==> config.mk <==
export PLATFORM = sky130hd
export DESIGN_NAME = erd_cos_unit
export DESIGN_NICKNAME = d
export VERILOG_FILES = /design/src/hw/rtl/erd_pkg.sv /design/src/hw/rtl/erd_cos_unit.sv
export SDC_FILE = /design/constraint.sdc
export NUM_CORES = 1
export LEC_CHECK = 0
export ABC_CLOCK_PERIOD_IN_PS = 7500
export CAP_MARGIN = 20
export CORE_MARGIN = 1
export CORE_UTILIZATION = 55
export CTS_BUF_LIST = sky130_fd_sc_hd__clkbuf_4 sky130_fd_sc_hd__clkbuf_8 sky130_fd_sc_hd__clkbuf_16
export DETAILED_ROUTE_END_ITERATION = 7
export DONT_BUFFER_PORTS = 1
export GPL_TIMING_DRIVEN = 1
export PLACE_DENSITY_LB_ADDON = 0.3
export SETUP_SLACK_MARGIN = 0.4
export SLEW_MARGIN = 0
export SYNTH_ARGS = -nofsm -noshare
export SYNTH_HDL_FRONTEND = slang
export SYNTH_SLANG_ARGS = --single-unit
export TNS_END_PERCENT = 30
==> constraint.sdc <==
create_clock -name clk_i -period 7.5 [get_ports clk_i]
set_input_delay 0.75 -clock clk_i [delete_from_list [all_inputs] [get_ports clk_i]]
set_output_delay 0.75 -clock clk_i [all_outputs]
set_load 0.005 [all_outputs]
==> src/hw/rtl/erd_pkg.sv <==
// ----------------------------------------------------------------------------
// erd_pkg: shared constants and types
// Widths, register indexes, status codes and unit handshake types.
// ----------------------------------------------------------------------------
`default_nettype none

package erd_pkg;

  localparam int unsigned MaxRows  = 1024;
  localparam int unsigned MaxDims  = 256;
  localparam int unsigned ElemW    = 16;
  localparam int unsigned RowW     = $clog2(MaxRows);
  localparam int unsigned DimW     = $clog2(MaxDims);
  localparam int unsigned AddrW    = RowW + DimW;
  localparam int unsigned OpW      = ElemW + 1;
  localparam int unsigned ProdW    = 2 * OpW;
  localparam int unsigned AccW     = 42;
  localparam int unsigned NormW    = 40;
  localparam int unsigned RadW     = 2 * NormW;
  localparam int unsigned RemW     = NormW + 2;
  localparam int unsigned QW       = 17;
  localparam int unsigned DistW    = 40;
  localparam int unsigned CfgW     = 11;

  localparam logic [QW-1:0] OneQ16 = QW'(65536);

  localparam logic [1:0] CfgMetric = 2'd0;
  localparam logic [1:0] CfgRows   = 2'd1;
  localparam logic [1:0] CfgDims   = 2'd2;

  localparam logic [1:0] StOk       = 2'd0;
  localparam logic [1:0] StRowRange = 2'd1;
  localparam logic [1:0] StDimRange = 2'd2;
  localparam logic [1:0] StZeroNorm = 2'd3;

  localparam logic CmdLoad  = 1'b0;
  localparam logic CmdQuery = 1'b1;

  localparam logic MetricCos = 1'b0;
  localparam logic MetricL2  = 1'b1;

  typedef struct packed {
    logic          done;
    logic [QW-1:0] quot;
  } erd_cos_rsp_t;

endpackage

`default_nettype wire

==> src/hw/rtl/erd_cos_unit.sv <==
// ----------------------------------------------------------------------------
// erd_cos_unit: cosine normalisation
// Shift-add norm product, digit-by-digit square root, restoring divide.
// ----------------------------------------------------------------------------
`default_nettype none

module erd_cos_unit
  import erd_pkg::*;
(
  input  wire logic                   clk_i,
  input  wire logic                   rst_ni,
  input  wire logic                   start_i,
  input  wire logic [NormW-1:0]       nl_i,
  input  wire logic [NormW-1:0]       nr_i,
  input  wire logic [NormW-1:0]       mag_i,
  output erd_cos_rsp_t                rsp_o
);

  typedef enum logic [1:0] {S_IDLE, S_MUL, S_SQRT, S_DIV} state_e;

  state_e            state_q;
  logic [5:0]        cnt_q;
  logic [NormW-1:0]  mula_q, mulb_q, root_q, mag_q;
  logic [RadW-1:0]   rad_q;
  logic [RemW-1:0]   rem_q;
  logic [NormW:0]    r_q;
  logic [QW-1:0]     q_q;
  logic              done_q;

  logic [RemW+1:0]   sq_t, sq_trial;
  logic [NormW:0]    dv_t;

  assign sq_t     = {rem_q, rad_q[RadW-1 -: 2]};
  assign sq_trial = {2'b00, root_q, 2'b01};
  assign dv_t     = {r_q[NormW-1:0], 1'b0};

  always_ff @(posedge clk_i or negedge rst_ni) begin
    if (!rst_ni) begin
      state_q <= S_IDLE;
      cnt_q   <= '0;
      done_q  <= 1'b0;
    end else begin
      done_q <= 1'b0;
      case (state_q)
        S_IDLE: begin
          if (start_i) begin
            mula_q  <= nl_i;
            mulb_q  <= nr_i;
            mag_q   <= mag_i;
            rad_q   <= '0;
            cnt_q   <= 6'(NormW - 1);
            state_q <= S_MUL;
          end
        end
        S_MUL: begin
          rad_q  <= {rad_q[RadW-2:0], 1'b0} + (mula_q[NormW-1] ? RadW'(mulb_q) : '0);
          mula_q <= {mula_q[NormW-2:0], 1'b0};
          if (cnt_q == '0) begin
            cnt_q   <= 6'(NormW - 1);
            root_q  <= '0;
            rem_q   <= '0;
            state_q <= S_SQRT;
          end else begin
            cnt_q <= cnt_q - 6'd1;
          end
        end
        S_SQRT: begin
          if (sq_t >= sq_trial) begin
            rem_q  <= RemW'(sq_t - sq_trial);
            root_q <= {root_q[NormW-2:0], 1'b1};
          end else begin
            rem_q  <= RemW'(sq_t);
            root_q <= {root_q[NormW-2:0], 1'b0};
          end
          rad_q <= {rad_q[RadW-3:0], 2'b00};
          if (cnt_q == '0) begin
            cnt_q   <= 6'd16;
            r_q     <= {1'b0, mag_q};
            q_q     <= '0;
            state_q <= S_DIV;
          end else begin
            cnt_q <= cnt_q - 6'd1;
          end
        end
        S_DIV: begin
          if (cnt_q == 6'd16) begin
            if (mag_q >= root_q) begin
              q_q     <= OneQ16;
              done_q  <= 1'b1;
              state_q <= S_IDLE;
            end else begin
              cnt_q <= cnt_q - 6'd1;
            end
          end else begin
            if (dv_t >= {1'b0, root_q}) begin
              r_q <= dv_t - {1'b0, root_q};
              q_q <= {q_q[QW-2:0], 1'b1};
            end else begin
              r_q <= dv_t;
              q_q <= {q_q[QW-2:0], 1'b0};
            end
            if (cnt_q == 6'd0) begin
              done_q  <= 1'b1;
              state_q <= S_IDLE;
            end else begin
              cnt_q <= cnt_q - 6'd1;
            end
          end
        end
        default: state_q <= S_IDLE;
      endcase
    end
  end

  assign rsp_o.done = done_q;
  assign rsp_o.quot = q_q;

`ifndef ASSERT_OFF
  a_start_idle: assert property (@(posedge clk_i) disable iff (!rst_ni)
    start_i |-> state_q == S_IDLE) else $error("start while busy");
  a_done_idle: assert property (@(posedge clk_i) disable iff (!rst_ni)
    done_q |-> state_q == S_IDLE) else $error("done outside idle");
  a_quot_range: assert property (@(posedge clk_i) disable iff (!rst_ni)
    done_q |-> q_q <= OneQ16) else $error("quotient above one");
`endif

endmodule

`default_nettype wire

==> flow_summary.yaml <==
run_status:
  status: "finished clean"
final_layout:
  area.growth.synth_to_final_pct: 7.995
  fin_nets: 2517
  fillers: 3376
  finalCoreUtilization_pct: 60.27
  final_common_cell: "edfxtp_1"
  layout_common_cells: "339 x edfxtp_1, 213 x nand2_1, 186 x a21oi_1, 176 x nor2_1, 165 x ha_1"
  fin_cells: 2789
  num_antenna_cells: 0
  drive_above_1_share_pct: 7.311
synthesis:
  synth_edf_count: 339
  syn_area_per_cell_um2: 10.06
  ys_warn_count: 0
  synthFlopType: "edfxtp_1"
  synth_area_um2: 22790
  synth-seq-area-share_pct: 45.66
  async_reset_ff_share_pct: 2.586
  postSynthCellCount: 2264
  ys_ff_latch: 348
  postSynthNetCount: 2556
  ys_types: 88
clocking:
  cts_tree: "yes"
  clkTransAtPathRegs_ps: 70
  clk_path_buf_depth: 3
  h-tree-depth: 2
  cts_sinks: 348
  root_buffer: "clkbuf_16"
  numCtsBuffers: 40
  insertion_delay_ps: 570
worst_setup_path:
  worst-setup-path-type: "reg2reg"
  cp-start-kind: "flip-flop"
  path_cells: "and2_1, ha_1, a211oi_1, o211ai_1, a31oi_1, o31ai_2, a31o_2, a21oi_1, buf_4, nor3_1, xnor2_1, o21ai_0"
  slowest_stage: "edfxtp_1"
  crit_path_end_kind: "flip-flop"
  arrival_ps: 4880
  critPathMaxFanout: 40
  slowest_delay_ps: 930
  cp.required_ps: 7800
timing:
  post-route-period-util_pct: 61.11
  clock.fmax_mhz: 218.2
  tns_ps: 0
  finalHoldViolCount: 0
  fin_crit_ps: 4584
  slew_headroom_pct: 33.30
  drv_slew: 0
  tightest_slew_ps: 997.9
  whs_ps: 274.0
  fin_skew_ps: 24.29
  setup_viol: 0
  grt_setup_unrepaired: "false"
floorplanning:
  die_area_um2: 42250
  die_w_um: 205.5
  dieHeight_um: 205.5
  io_pins: 141
  core_um2: 40830
  initial_utilization_pct: 55.81
  core.rowCount: 74
drt:
  drc: 0
  vias: 17514
  wl_um: 54310
  drt_iter0_drc: 1355
  drtPass1Iterations: 5
  ant_nets: 0
  avgRoutedWirePerCell_um: 19.47
  drt-vias-per-instance: 6.280
global_routing:
  grt_pass1_wl_um: 87000
  antenna_found_initial: 0
  grt_usage_pct: 25.83
  overflow: 0
  grt_max_degree: 81
  grt_pass1_vias: 17162
hold_path:
  hp-class: "in2reg"
placement:
  hpwl_um: 38720
  dp_cells: 2713
  port_buffers: 0
  place_congestion: 0.9606
power_and_ir_drop:
  powerDensity_nw_per_um2: 265.3
  total_leakage_power_nw: 9.575
  vdd_drop_max_uv: 193.5
job:
  drv_cap: 0
## metal layers
metal	share of wire [%]	global-route usage (%)	vias to the layer above
met1	43	32.71	8482
met5	0	0	-
met3	4.5	3.168	128
met2	49	44.43	499
li1	-	-	8405
met4	3.6	10.85	0
## worst max-delay path, delay by kind of cell, from the launching register on
kind,cells,cell delay (ps)
and+or+nand+nor,2,390
buffers and inverters,1,320
DFF,1,930
adders and majority gates,1,270
xor gates and xnor gates,1,140
AOI/OAI and AO/OA,7,2250
## through the flow
| step | worst slack (ps) | instance area [µm²] | total power (W) |
|---|---|---|---|
| after floorplan | 1813 | 22790 | 0.004122 |
| after global placement | 3001 | 23230 | 0.004483 |
| after detailed placement | 2836 | 23230 | 0.004533 |
| after CTS | 2823 | 24590 | 0.006556 |
| after global routing | 2367 | 24610 | 0.006900 |
| final | 2916 | 24610 | 0.006529 |
## report_power, final
part	leakage, nW	switching (W)	internal [W]
Clock	0.668	0.000810	0.00118
Combinational	5.58	0.00120	0.000818
Sequential	3.32	0.000108	0.00241
## path summary, 6_finish.rpt
kind	startpoint	to	slack [ps]	cells after the start
max in group asynchronous	rst_ni	cnt_q[5]$_DFFE_PN0P_	6620	1
hold reg to reg	cnt_q[1]$_DFFE_PN0P_	cnt_q[1]$_DFFE_PN0P_	540	1
hold / removal	mag_i[25]	mag_q[25]$_DFFE_PP_	270	0
setup reg to reg	mula_q[39]$_DFFE_PP_	rad_q[76]$_DFFE_PP_	2920	12
min in group asynchronous	rst_ni	cnt_q[0]$_DFFE_PN0P_	570	1
setup / recovery	mula_q[39]$_DFFE_PP_	rad_q[76]$_DFFE_PP_	2920	12
## cell usage after synthesis, drive strengths merged (8+ instances only)
library cell,n,share of area (%)
a21boi,10,0.35
xor2,47,1.8
buf,32,0.75
nor2,178,2.9
inv,81,1.3
edfxtp,339,45
a22oi,25,0.82
nor4,10,0.30
dfrtp,9,0.99
o21ai,127,2.8
xnor2,72,2.8
nor2b,44,1.2
nor3,58,1.3
nand4,41,1.1
o31ai,9,0.34
nand3,50,1.1
mux2,42,2.1
nand2b,10,0.27
o41ai,8,0.31
ha,167,9.2
and3,37,1.0
a211oi,41,1.4
o21bai,16,0.53
a21o,63,2.1
nand2,213,3.5
clkbuf,72,1.2
o21a,16,0.53
mux2i,27,1.2
a31oi,30,0.92
a21oi,186,4.1
or3,9,0.25
and2,67,1.8
o211ai,17,0.56
## sequential cells by signal, summed over array words and instances (netlist names)
signal	count
rem_q	42
mula_q	40
mag_q	40
state_q	2
done_q	1
cnt_q	6
root_q	40
r_q	40
mulb_q	40
q_q	17
rad_q	80
## what timing repair did
action                                 CTS  global route
hold buffers                             1             0
endpoints found under the hold margin    9             0
setup buffers                            0             0
resized for setup                        0             0
## final cells by class
type / instances / area (µm²) / share of cell area (%)
multi-input cells: 1730 / 11700 / 47.54
flip-flops and latches: 348 / 10410 / 42.28
clock buffers: 46 / 1094 / 4.444
well taps: 532 / 665.6 / 2.705
inverters: 82 / 307.8 / 1.251
clock inverters: 28 / 250.2 / 1.017
repair buffers: 23 / 187.7 / 0.7627
## cells by family (layout without fill, tap and decap cells)
| family | count (synthesis) | count (layout) | synth area share [%] |
|---|---|---|---|
| compound gates | 627 | 627 | 17.96 |
| mux | 69 | 69 | 3.262 |
| fa+ha+maj | 169 | 169 | 9.345 |
| simple gates | 746 | 746 | 15.91 |
| flops | 348 | 348 | 45.66 |
| xor+xnor | 119 | 119 | 4.574 |
| buf+inv | 186 | 179 | 3.289 |
(Power assumes the default switching activity.)
